File: src/hw/rtl/fcca_pkg.sv
// Shared types and constants for the four-channel converter front end.
// Holds the word formats, field widths and register map; no dependencies.
package fcca_pkg;

  localparam int unsigned RAW_W    = 12;
  localparam int unsigned GAIN_W   = 16;
  localparam int unsigned OFS_W    = 13;
  localparam int unsigned OUT_W    = 16;
  localparam int unsigned SUM_W    = 20;
  localparam int unsigned NUM_CH   = 4;
  localparam int unsigned ADDR_W   = 4;
  localparam int unsigned DATA_W   = 32;

  localparam int unsigned AVG_SHIFT_DEF      = 3;
  localparam int unsigned GAIN_FRAC_BITS_DEF = 12;

  // Deadband limits: readings below these become zero.
  localparam int unsigned VIN_DB_MIN  = 15;
  localparam int unsigned IIN_DB_MIN  = 0;
  localparam int unsigned VOUT_DB_MIN = 15;
  localparam int unsigned IOUT_DB_MIN = 16;

  localparam logic [GAIN_W-1:0] GAIN_RESET = 16'd4096;

  typedef enum logic [1:0] {
    REG_VOUT_GAIN   = 2'd0,
    REG_VOUT_OFFSET = 2'd1,
    REG_IOUT_GAIN   = 2'd2,
    REG_IOUT_OFFSET = 2'd3
  } reg_idx_t;

  typedef enum logic [1:0] {
    CH_VIN  = 2'd0,
    CH_IIN  = 2'd1,
    CH_VOUT = 2'd2,
    CH_IOUT = 2'd3
  } ch_idx_t;

  typedef struct packed {
    logic [RAW_W-1:0] vin_raw;
    logic [RAW_W-1:0] iin_raw;
    logic [RAW_W-1:0] vout_raw;
    logic [RAW_W-1:0] iout_raw;
  } in_word_t;

  typedef struct packed {
    logic [RAW_W-1:0] vin_now;
    logic [RAW_W-1:0] iin_now;
    logic [OUT_W-1:0] vout_now;
    logic [OUT_W-1:0] iout_now;
    logic [OUT_W-1:0] vin_avg;
    logic [OUT_W-1:0] iin_avg;
    logic [OUT_W-1:0] vout_avg;
    logic [OUT_W-1:0] iout_avg;
  } out_word_t;

  // Load strobes for the three pipeline stages.
  typedef struct packed {
    logic ld_mul;
    logic ld_cal;
    logic ld_out;
  } pipe_ctl_t;

endpackage

File: src/hw/rtl/four_channel_adc_calibrate_average.sv
// Four-channel converter front end: each input word carries one sample of
// input voltage, input current, output voltage and output current. Four
// lanes run side by side through three stages (gain multiply, offset with
// saturation and deadband, running-average update) and the output stage
// merges them into one result word. One word is accepted per clock cycle
// when the output is not stalled; each word passes through the multiply,
// calibrate and output stage registers in that order before its result is
// presented, and the pipeline keeps accepting while a result waits as long
// as an earlier stage is free. Configuration registers sit on an
// APB-style port at byte addresses 0, 4, 8 and 12. Depends on fcca_pkg,
// fcca_lane and fcca_merge.
module four_channel_adc_calibrate_average #(
  parameter int unsigned AVG_SHIFT      = fcca_pkg::AVG_SHIFT_DEF,
  parameter int unsigned GAIN_FRAC_BITS = fcca_pkg::GAIN_FRAC_BITS_DEF
) (
  input  logic                          clk,
  input  logic                          rst_n,
  input  logic                          in_valid,
  output logic                          in_stall,
  input  fcca_pkg::in_word_t            in_data,
  output logic                          out_valid,
  input  logic                          out_stall,
  output fcca_pkg::out_word_t           out_data,
  input  logic                          psel,
  input  logic                          penable,
  input  logic                          pwrite,
  input  logic [fcca_pkg::ADDR_W-1:0]   paddr,
  input  logic [fcca_pkg::DATA_W-1:0]   pwdata,
  output logic [fcca_pkg::DATA_W-1:0]   prdata,
  output logic                          pready
);
  import fcca_pkg::*;

  logic [GAIN_W-1:0]        vout_gain_r, iout_gain_r;
  logic signed [OFS_W-1:0]  vout_offset_r, iout_offset_r;
  reg_idx_t                 reg_idx;
  logic                     wr_en;

  logic      mul_valid_r, mul_valid_nxt;
  logic      cal_valid_r, cal_valid_nxt;
  logic      out_ready, cal_free, mul_free;
  pipe_ctl_t ctl;

  logic [NUM_CH-1:0][OUT_W-1:0] lane_now, lane_avg;

  // Configuration port
  assign pready  = 1'b1;
  assign reg_idx = reg_idx_t'(paddr[ADDR_W-1:2]);
  assign wr_en   = psel && penable && pwrite && pready;

  always_ff @(posedge clk) begin
    if (!rst_n) begin
      vout_gain_r   <= GAIN_RESET;
      vout_offset_r <= '0;
      iout_gain_r   <= GAIN_RESET;
      iout_offset_r <= '0;
    end else if (wr_en) begin
      unique case (reg_idx)
        REG_VOUT_GAIN:   vout_gain_r   <= pwdata[GAIN_W-1:0];
        REG_VOUT_OFFSET: vout_offset_r <= pwdata[OFS_W-1:0];
        REG_IOUT_GAIN:   iout_gain_r   <= pwdata[GAIN_W-1:0];
        REG_IOUT_OFFSET: iout_offset_r <= pwdata[OFS_W-1:0];
        default: ;
      endcase
    end
  end

  always_comb begin
    unique case (reg_idx)
      REG_VOUT_GAIN:   prdata = DATA_W'(vout_gain_r);
      REG_VOUT_OFFSET: prdata = DATA_W'(vout_offset_r);
      REG_IOUT_GAIN:   prdata = DATA_W'(iout_gain_r);
      REG_IOUT_OFFSET: prdata = DATA_W'(iout_offset_r);
      default:         prdata = '0;
    endcase
  end

  // Pipeline control: a stage loads when it is empty or its word moves on.
  assign cal_free   = !cal_valid_r || out_ready;
  assign mul_free   = !mul_valid_r || cal_free;
  assign in_stall   = !mul_free;
  assign ctl.ld_mul = in_valid && mul_free;
  assign ctl.ld_cal = mul_valid_r && cal_free;
  assign ctl.ld_out = cal_valid_r && out_ready;

  assign mul_valid_nxt = ctl.ld_mul || (mul_valid_r && !cal_free);
  assign cal_valid_nxt = ctl.ld_cal || (cal_valid_r && !out_ready);

  always_ff @(posedge clk) begin
    if (!rst_n) begin
      mul_valid_r <= 1'b0;
      cal_valid_r <= 1'b0;
    end else begin
      mul_valid_r <= mul_valid_nxt;
      cal_valid_r <= cal_valid_nxt;
    end
  end

  fcca_lane #(
    .CAL(1'b0), .DB_MIN(VIN_DB_MIN),
    .AVG_SHIFT(AVG_SHIFT), .GAIN_FRAC_BITS(GAIN_FRAC_BITS)
  ) u_lane_vin (
    .clk(clk), .rst_n(rst_n), .ctl(ctl),
    .raw(in_data.vin_raw), .gain(GAIN_RESET), .offset('0),
    .now(lane_now[CH_VIN]), .avg(lane_avg[CH_VIN])
  );

  fcca_lane #(
    .CAL(1'b0), .DB_MIN(IIN_DB_MIN),
    .AVG_SHIFT(AVG_SHIFT), .GAIN_FRAC_BITS(GAIN_FRAC_BITS)
  ) u_lane_iin (
    .clk(clk), .rst_n(rst_n), .ctl(ctl),
    .raw(in_data.iin_raw), .gain(GAIN_RESET), .offset('0),
    .now(lane_now[CH_IIN]), .avg(lane_avg[CH_IIN])
  );

  fcca_lane #(
    .CAL(1'b1), .DB_MIN(VOUT_DB_MIN),
    .AVG_SHIFT(AVG_SHIFT), .GAIN_FRAC_BITS(GAIN_FRAC_BITS)
  ) u_lane_vout (
    .clk(clk), .rst_n(rst_n), .ctl(ctl),
    .raw(in_data.vout_raw), .gain(vout_gain_r), .offset(vout_offset_r),
    .now(lane_now[CH_VOUT]), .avg(lane_avg[CH_VOUT])
  );

  fcca_lane #(
    .CAL(1'b1), .DB_MIN(IOUT_DB_MIN),
    .AVG_SHIFT(AVG_SHIFT), .GAIN_FRAC_BITS(GAIN_FRAC_BITS)
  ) u_lane_iout (
    .clk(clk), .rst_n(rst_n), .ctl(ctl),
    .raw(in_data.iout_raw), .gain(iout_gain_r), .offset(iout_offset_r),
    .now(lane_now[CH_IOUT]), .avg(lane_avg[CH_IOUT])
  );

  fcca_merge u_merge (
    .clk(clk), .rst_n(rst_n), .ctl(ctl),
    .lane_now(lane_now), .lane_avg(lane_avg),
    .out_stall(out_stall), .out_ready(out_ready),
    .out_valid(out_valid), .out_data(out_data)
  );

endmodule

File: src/hw/rtl/fcca_lane.sv
// One channel lane: optional gain multiply, offset, saturation, deadband
// and the running-average accumulator. Depends on fcca_pkg.
module fcca_lane #(
  parameter bit          CAL            = 1'b0,
  parameter int unsigned DB_MIN         = 0,
  parameter int unsigned AVG_SHIFT      = fcca_pkg::AVG_SHIFT_DEF,
  parameter int unsigned GAIN_FRAC_BITS = fcca_pkg::GAIN_FRAC_BITS_DEF
) (
  input  logic                                clk,
  input  logic                                rst_n,
  input  fcca_pkg::pipe_ctl_t                 ctl,
  input  logic [fcca_pkg::RAW_W-1:0]          raw,
  input  logic [fcca_pkg::GAIN_W-1:0]         gain,
  input  logic signed [fcca_pkg::OFS_W-1:0]   offset,
  output logic [fcca_pkg::OUT_W-1:0]          now,
  output logic [fcca_pkg::OUT_W-1:0]          avg
);
  import fcca_pkg::*;

  localparam int unsigned PROD_W = RAW_W + GAIN_W;

  logic [PROD_W-1:0]        prod_r, prod_nxt;
  logic [PROD_W-1:0]        scaled;
  logic signed [PROD_W+1:0] cal_val;
  logic [OUT_W-1:0]         sat_val;
  logic [OUT_W-1:0]         now_r, now_nxt;
  logic [SUM_W:0]           sum_ext;
  logic [SUM_W-1:0]         sum_r, sum_nxt;
  logic [SUM_W-1:0]         avg_full;

  always_comb begin
    prod_nxt = CAL ? raw * gain : PROD_W'(raw);
  end

  always_ff @(posedge clk) begin
    if (ctl.ld_mul) begin
      prod_r <= prod_nxt;
    end
  end

  always_comb begin
    scaled  = CAL ? (prod_r >> GAIN_FRAC_BITS) : prod_r;
    cal_val = $signed({2'b00, scaled}) + (PROD_W+2)'(offset);
    if (cal_val[PROD_W+1]) begin
      sat_val = '0;
    end else if (|cal_val[PROD_W:OUT_W]) begin
      sat_val = '1;
    end else begin
      sat_val = cal_val[OUT_W-1:0];
    end
    now_nxt = (sat_val < OUT_W'(DB_MIN)) ? '0 : sat_val;
  end

  always_ff @(posedge clk) begin
    if (ctl.ld_cal) begin
      now_r <= now_nxt;
    end
  end

  // The shifted term never exceeds the sum, so only the top can overflow.
  always_comb begin
    sum_ext  = {1'b0, sum_r} + (SUM_W+1)'(now_r) - (SUM_W+1)'(sum_r >> AVG_SHIFT);
    sum_nxt  = sum_ext[SUM_W] ? '1 : sum_ext[SUM_W-1:0];
    avg_full = sum_nxt >> AVG_SHIFT;
    avg      = (|avg_full[SUM_W-1:OUT_W]) ? '1 : avg_full[OUT_W-1:0];
  end

  always_ff @(posedge clk) begin
    if (!rst_n) begin
      sum_r <= '0;
    end else if (ctl.ld_out) begin
      sum_r <= sum_nxt;
    end
  end

  assign now = now_r;

endmodule

File: src/hw/rtl/fcca_merge.sv
// Output stage: gathers the four lane results into one result word and
// holds it under the output handshake. Depends on fcca_pkg.
module fcca_merge (
  input  logic                                          clk,
  input  logic                                          rst_n,
  input  fcca_pkg::pipe_ctl_t                           ctl,
  input  logic [fcca_pkg::NUM_CH-1:0][fcca_pkg::OUT_W-1:0] lane_now,
  input  logic [fcca_pkg::NUM_CH-1:0][fcca_pkg::OUT_W-1:0] lane_avg,
  input  logic                                          out_stall,
  output logic                                          out_ready,
  output logic                                          out_valid,
  output fcca_pkg::out_word_t                           out_data
);
  import fcca_pkg::*;

  logic      out_valid_r, out_valid_nxt;
  out_word_t out_data_r, out_data_nxt;

  always_comb begin
    out_data_nxt.vin_now  = lane_now[CH_VIN][RAW_W-1:0];
    out_data_nxt.iin_now  = lane_now[CH_IIN][RAW_W-1:0];
    out_data_nxt.vout_now = lane_now[CH_VOUT];
    out_data_nxt.iout_now = lane_now[CH_IOUT];
    out_data_nxt.vin_avg  = lane_avg[CH_VIN];
    out_data_nxt.iin_avg  = lane_avg[CH_IIN];
    out_data_nxt.vout_avg = lane_avg[CH_VOUT];
    out_data_nxt.iout_avg = lane_avg[CH_IOUT];
  end

  assign out_ready     = !out_valid_r || !out_stall;
  assign out_valid_nxt = ctl.ld_out || (out_valid_r && out_stall);

  always_ff @(posedge clk) begin
    if (!rst_n) begin
      out_valid_r <= 1'b0;
    end else begin
      out_valid_r <= out_valid_nxt;
    end
  end

  always_ff @(posedge clk) begin
    if (ctl.ld_out) begin
      out_data_r <= out_data_nxt;
    end
  end

  assign out_valid = out_valid_r;
  assign out_data  = out_data_r;

endmodule
File: config.mk
export PLATFORM = sky130hd
export DESIGN_NAME = four_channel_adc_calibrate_average
export DESIGN_NICKNAME = d
export VERILOG_FILES = /design/src/hw/rtl/fcca_pkg.sv /design/src/hw/rtl/four_channel_adc_calibrate_average.sv /design/src/hw/rtl/fcca_lane.sv /design/src/hw/rtl/fcca_merge.sv
export SDC_FILE = /design/constraint.sdc
export NUM_CORES = 2
export LEC_CHECK = 0
export ABC_AREA = 1
export BUFFER_PORTS_ARGS = -buffer_cell sky130_fd_sc_hd__buf_2
export CAP_MARGIN = 40
export CORE_UTILIZATION = 35
export CTS_CLUSTER_DIAMETER = 120
export CTS_CLUSTER_SIZE = 10
export DETAILED_ROUTE_END_ITERATION = 10
export GPL_TIMING_DRIVEN = 0
export SLEW_MARGIN = 15
export SYNTH_ARGS = -nofsm -noshare
export SYNTH_HDL_FRONTEND = slang
export SYNTH_SLANG_ARGS = --single-unit
File: constraint.sdc
create_clock -name clk -period 7.45 [get_ports clk]
set_input_delay 0.3725 -clock clk [delete_from_list [all_inputs] [get_ports clk]]
set_output_delay 0.3725 -clock clk [all_outputs]
set_load 0.1 [all_outputs]
* After elaboration in Yosys (flattened, before gate mapping)
Index checks and enable logic that the tools add are counted.
Widths: inputs -> output; s select.
** Storage, ports and cells
- Bits in registers :: 397
- Input bits :: 91
- Output and inout bits :: 155
- Logic and storage cells :: 83
** Operators by class
- Add/subtract/negate cells :: 10
- $mul :: 2
- $lt $le $gt $ge :: 4
- Eq/ne operators :: 3
- Mux-type cells :: 9
- Reduce and logical (&&, ||, !) cells :: 28
** Operators by type and width (count)
- $pmux 32 s4 :: 1
- $sub 21x17->21 :: 4
- $mux 20 :: 4
- $mux 16 :: 4
- $mul 12x16->28 :: 2
- $add 20x12->21 :: 2
- $add 20x16->21 :: 2
- $add 17x13->18 :: 2
- $reduce_or 13->1 :: 2
- $lt 16x4->1 const B :: 1
- $lt 16x5->1 const B :: 1
- $lt 12x1->1 const B :: 1
- $lt 12x4->1 const B :: 1
- $logic_and 1x1->1 :: 8
- $reduce_and 2->1 :: 4
- $logic_not 1->1 :: 7
- $logic_or 1x1->1 :: 6
- $eq 2x2->1 const B :: 2
- $eq 2x1->1 const B :: 1
- $logic_not 2->1 :: 1

* Depth between registers and ports, before layout
- Word-level depth :: 6
- Depth in mapped cells :: 25

* Modules after synthesis
From an unflattened synthesis, not the netlist that was laid out.
** Unflattened totals
- Cells, all modules :: 4706
- Area total of the unflattened synthesis :: 36702.7 um2
** By module, submodules not included
- fcca_lane (u_lane_vout) :: instances 1, cells an instance 1470, area an instance 10847.9 um2
- fcca_lane (u_lane_iout) :: instances 1, cells an instance 1480, area an instance 10822.9 um2
- fcca_lane (u_lane_vin) :: instances 1, cells an instance 614, area an instance 4271.6 um2
- fcca_lane (u_lane_iin) :: instances 1, cells an instance 561, area an instance 4121.5 um2
- fcca_merge :: instances 1, cells an instance 125, area an instance 3646.0 um2
- four_channel_adc_calibrate_average :: instances 1, cells an instance 456, area an instance 2992.9 um2

* Least setup slack after synthesis
Ideal clock, no wire load.
- Kind :: reg2reg
- Start :: register u_merge.out_valid_r (netlist: u_merge.out_valid)
- End :: register u_merge.out_data_r (netlist bit u_merge.out_data[0]) (enable)
- Arrival time :: 4828 ps
- Required time :: 6919 ps
- Setup slack :: 2091 ps
- Cell stages (with the launch flop) :: 6
- Path buffers :: 2
- Clock period less this slack :: 5359 ps
- Cell sequence :: dfxtp_1 -> nand2_1 -> nand2_1 -> inv_1 -> clkbuf_1 -> clkbuf_1
** RTL lines
- from (decl) :: RTL line fcca_merge.sv:16 : logic out_valid_r, out_valid_nxt;
- from (signal assigned) :: RTL line fcca_merge.sv:37 : out_valid_r <= out_valid_nxt;
- to (signal assigned) :: RTL line fcca_merge.sv:43 : out_data_r <= out_data_nxt;
- to (decl) :: RTL line fcca_merge.sv:17 : out_word_t out_data_r, out_data_nxt;

* Worst setup path after layout
- Start :: register iout_gain_r[11]
- End :: register u_lane_iout.prod_r[23] (data pin)
** On the way
- Longest elaborated chain between the ends :: 1
** RTL lines
- from (decl) :: RTL line four_channel_adc_calibrate_average.sv:34 : logic [GAIN_W-1:0] vout_gain_r, iout_gain_r;
- from (signal assigned) :: RTL line four_channel_adc_calibrate_average.sv:61 : REG_IOUT_GAIN: iout_gain_r <= pwdata[GAIN_W-1:0];
- $mul 12x16->28 :: RTL line fcca_lane.sv:32 : prod_nxt = CAL ? raw * gain : PROD_W'(raw);
- net u_lane_iout.prod_nxt[23] :: RTL line fcca_lane.sv:22 : logic [PROD_W-1:0] prod_r, prod_nxt;
- to (signal assigned) :: RTL line fcca_lane.sv:37 : prod_r <= prod_nxt;
- to (decl) :: RTL line fcca_lane.sv:22
The timed path passes the listed nets, and every way through them passes these cells.
A chain may end at the register's enable or synchronous reset.

==> impl_results.md <==
- Post-synth EDFFs: 232
- Placed cells: 5643
- Post-CTS Setup Inserts: 0
- Clk sinks: 373
- Top cell type's share of synthesized area: 0.2062
- Startpoint types: flip-flop
- RR Endpoint: u_lane_iout.prod_r[23]
- YS warnings: 0
- Pleak: 19.46 nW
- Slew Limit Fails: 0
- Top area cells in the synthesized netlist: edfxtp_1 21%, fa_1 20%, inv_1 11%
- Worst reg2reg path startpoint: iout_gain_r[11]
- CTS tree: built
- CP endpoint kind: flip-flop
- Buf/Inv on CP: 4
- Antenna Nets Post-Route: 0
- TritonCTS Buffers: 44
- Layout cells sized above 1: 0.07960
- Final #Nets: 5132
- CTS Root Cell: clkbuf_16
- Tcrit/Tclk final: 0.7676
- Pwr dens: 184.8 mW/mm2
- Initial antenna violation count: 2
- Unique masters post-synth: 57
- Top Family by Delay on Critical Path: adder cells
- Crit path arrival time: 6030 ps
- Place WS: 1375 ps
- Clock Skews: 31.72 ps
- Finished Layout Cells: 5751
- Clk_lat worst skew: 600 ps
- Outcome: finished clean
- Max-cap violations: 0
- Mapped Area: 0.03379 mm2
- Core Area: 0.09529 mm2
- First drt pass iteration count: 6
- Via density: 4.686
- Hold Path End: vout_gain_r[13]
- Hold path cells: 3
- RSZ-0062 raised after global routing: no
- Row cnt: 113
- Worst-Margin Slew: 801.8 ps
- IO buf count: 204
- Vias in the first global route: 26930
- Asr flop ratio synth: 0
- I/O pin cnt: 246
- Minimum clock period: 5719 ps
- Cell count after synthesis: 4164
- Slowest stage delay, CP: 550 ps
- RD Place Congestion: 0.9429
- Clock-pin slew on the worst setup and hold paths: 60 ps
- Tightest Hold Check Type: input port to flip-flop
- Main synth FF type: edfxtp_1
- Hold_buf cts: 25
- Die ar.: 0.09780 mm2
- Iter 0 DRT Violations: 1946
- Die outline width: 312.7 um
- Drt wl/cell: 15.97 um
- Fmax: 0.1749 GHz
- Critical path class: flip-flop to flip-flop
- Cell accounting for the most synthesized area: edfxtp_1
- FF-to-FF path depth: 16
- Total power: 7.054 mW
- Average instance area after synthesis: 8.116 um2
- Largest net degree at the start of global routing: 50
- Estimated wirelength of the detail-placed design: 74.98 mm
- Synthesis-stage register bit count: 373
- Syn Nets: 4845
- Hold path startpoint: pwdata[13]
- Total gr overflow: 0
- Die Ht: 312.7 um
- Vias: 26950
- Most common cell after layout, fill and taps aside: inv_1
- Longest Clk Path Bufs: 3
- Most frequent cells in the layout: 979 x inv_1, 928 x nand2_1, 336 x fa_1, 268 x nor2_1, 254 x ha_1
- Crit path required time: 7760 ps
- Seq/Total Area, Yosys: 0.2897
- Initial Util: 0.3546
- Crit-path cells: clkbuf_1, nand2_1, fa_1, fa_1, inv_1, fa_1, fa_1, inv_1, fa_1, inv_1, ha_1, nand2_1, o21ai_0, a21oi_1, o311ai_0, xor2_1
- Reg2reg setup slack: 1730 ps
- First-pass GRT wire length: 146.1 mm
- Final Cell Area: 0.03818 mm2
- CTS resizes: 0
- Critical Path Fanout Max: 10
- All-layer global routing usage: 0.1886
- Worst rel slew slack: 0.4654
- Final Hold Violating Endpoints: 0
- Clock H-tree levels: 2
- Final setup vio count: 0
- Busiest grt layer: met2
- Final wirelength: 91.83 mm
- Peak supply drop: 0.1569 mV
- Final worst slack: 1731 ps
- Met2 Track Usage GR: 0.3151
- Placed cell areas: 0.03660 mm2
- Met1 global-route usage: 0.2548
- Final hold slack: 43.07 ps
- Slowest cell on the critical path: o311ai_0
- Area Overhead vs Synth: 12.98%
- CP dominant cell by count: fa_1
- Drt drc: 0
- Met3 usage: 0.02858
## per-stage QoR
step / setup TNS (ps) / utilization
5_1_grt: 0 / 0.4006
2_1_floorplan: 0 / -
4_1_cts: 0 / 0.4004
3_5_place_dp: 0 / 0.3841
6_report: 0 / 0.4007
3_3_place_gp: -41590 / 0.3819
## state kept, by name, indices dropped and copies added, names as in the netlist, 12 cells and up
name,flops
u_lane_vout.prod_r,16
u_lane_iout.prod_r,16
u_lane_vout.sum_r,20
vout_gain_r,16
u_lane_vout.now,16
u_lane_iin.sum_r,20
iout_offset_r,13
u_lane_vin.now,12
iout_gain_r,16
u_lane_vin.prod_r,12
vout_offset_r,13
u_lane_iin.now,12
u_lane_iin.prod_r,12
u_lane_iout.now,16
u_lane_iout.sum_r,20
u_merge.out_data,120
u_lane_vin.sum_r,20
## cell usage after synthesis, drive strengths merged, types with 2 or more instances
cell type and number:
nor3 27, or2 3, o221ai 16, nand3b 6, nand2 945, o31ai 4
fa 336, nor4 14, o21bai 25, xnor2 37, o21a 2, buf 33
inv 990, and2 6, a21o 20, nand4 28, a21oi 212, nand3 118
edfxtp 232, a211oi 3, a31oi 9, o211ai 5, nor2 279, ha 254
a221oi 7, clkbuf 120, o21ai 211, xor2 70, o2111ai 2, a21boi 2
dfxtp 141
## logic make-up after synthesis
family	after synthesis	synth area share
buf+inv	1144	0.1309
xor+xnor	107	0.02795
fa+ha+maj	590	0.2931
flops	373	0.2897
compound gates	522	0.08645
simple gates	1427	0.1718
other cells	1	0.0001110
## worst max path at each step
stage | depth (start not counted) | slack [ps] | end | start
after global placement | 7 | -400 | u_lane_vout.sum_r[5] | out_stall
after detailed placement | 17 | 1370 | u_lane_iout.prod_r[23] | in_data[6]
after floorplan | 5 | 2090 | u_merge.out_data[0] | u_merge.out_valid
after CTS | 16 | 1750 | u_lane_iout.prod_r[23] | iout_gain_r[11]
final | 16 | 1730 | u_lane_iout.prod_r[23] | iout_gain_r[11]
after global routing | 18 | 1490 | u_lane_iout.prod_r[25] | iout_gain_r[9]
## worst reg2reg max path: cells and delay by family (launching register included)
kind / cells / cell delay, ps
adder cells (fa/ha/maj): 6 / 2900
flip-flops: 1 / 470
AND/OR/NAND/NOR: 2 / 320
buffers and inverters: 4 / 700
XOR/XNOR: 1 / 120
AO/OA/AOI/OAI: 3 / 920
## cell type report
class                      instances  area [um2]
multi-input combinational       2647       19590
timing repair buffer             241        1476
inverter                         991        3722
tap                             1265        1583
fill                            9828       57110
sequential                       373        9789
buffer                           153       708.2
antenna                            1       2.502
clock inverter                     5       66.31
clock buffer                      75        1239
## per-layer routing
| metal | wire, um | up-vias |
|---|---|---|
| met4 | 2347 | 0 |
| met1 | 41730 | 12700 |
| met3 | 5216 | 131 |
| li1 | - | 13380 |
| met2 | 42540 | 736 |
| met5 | 0 | - |
## report_power, final
part           internal (mW)  switching, mW  leakage [nW]  total [mW]
clock                   1.13          0.898         0.621        2.03
sequential              2.37         0.0844          3.26        2.46
combinational          0.824           1.74          15.6        2.57
Power figures use the tool's default switching activity.
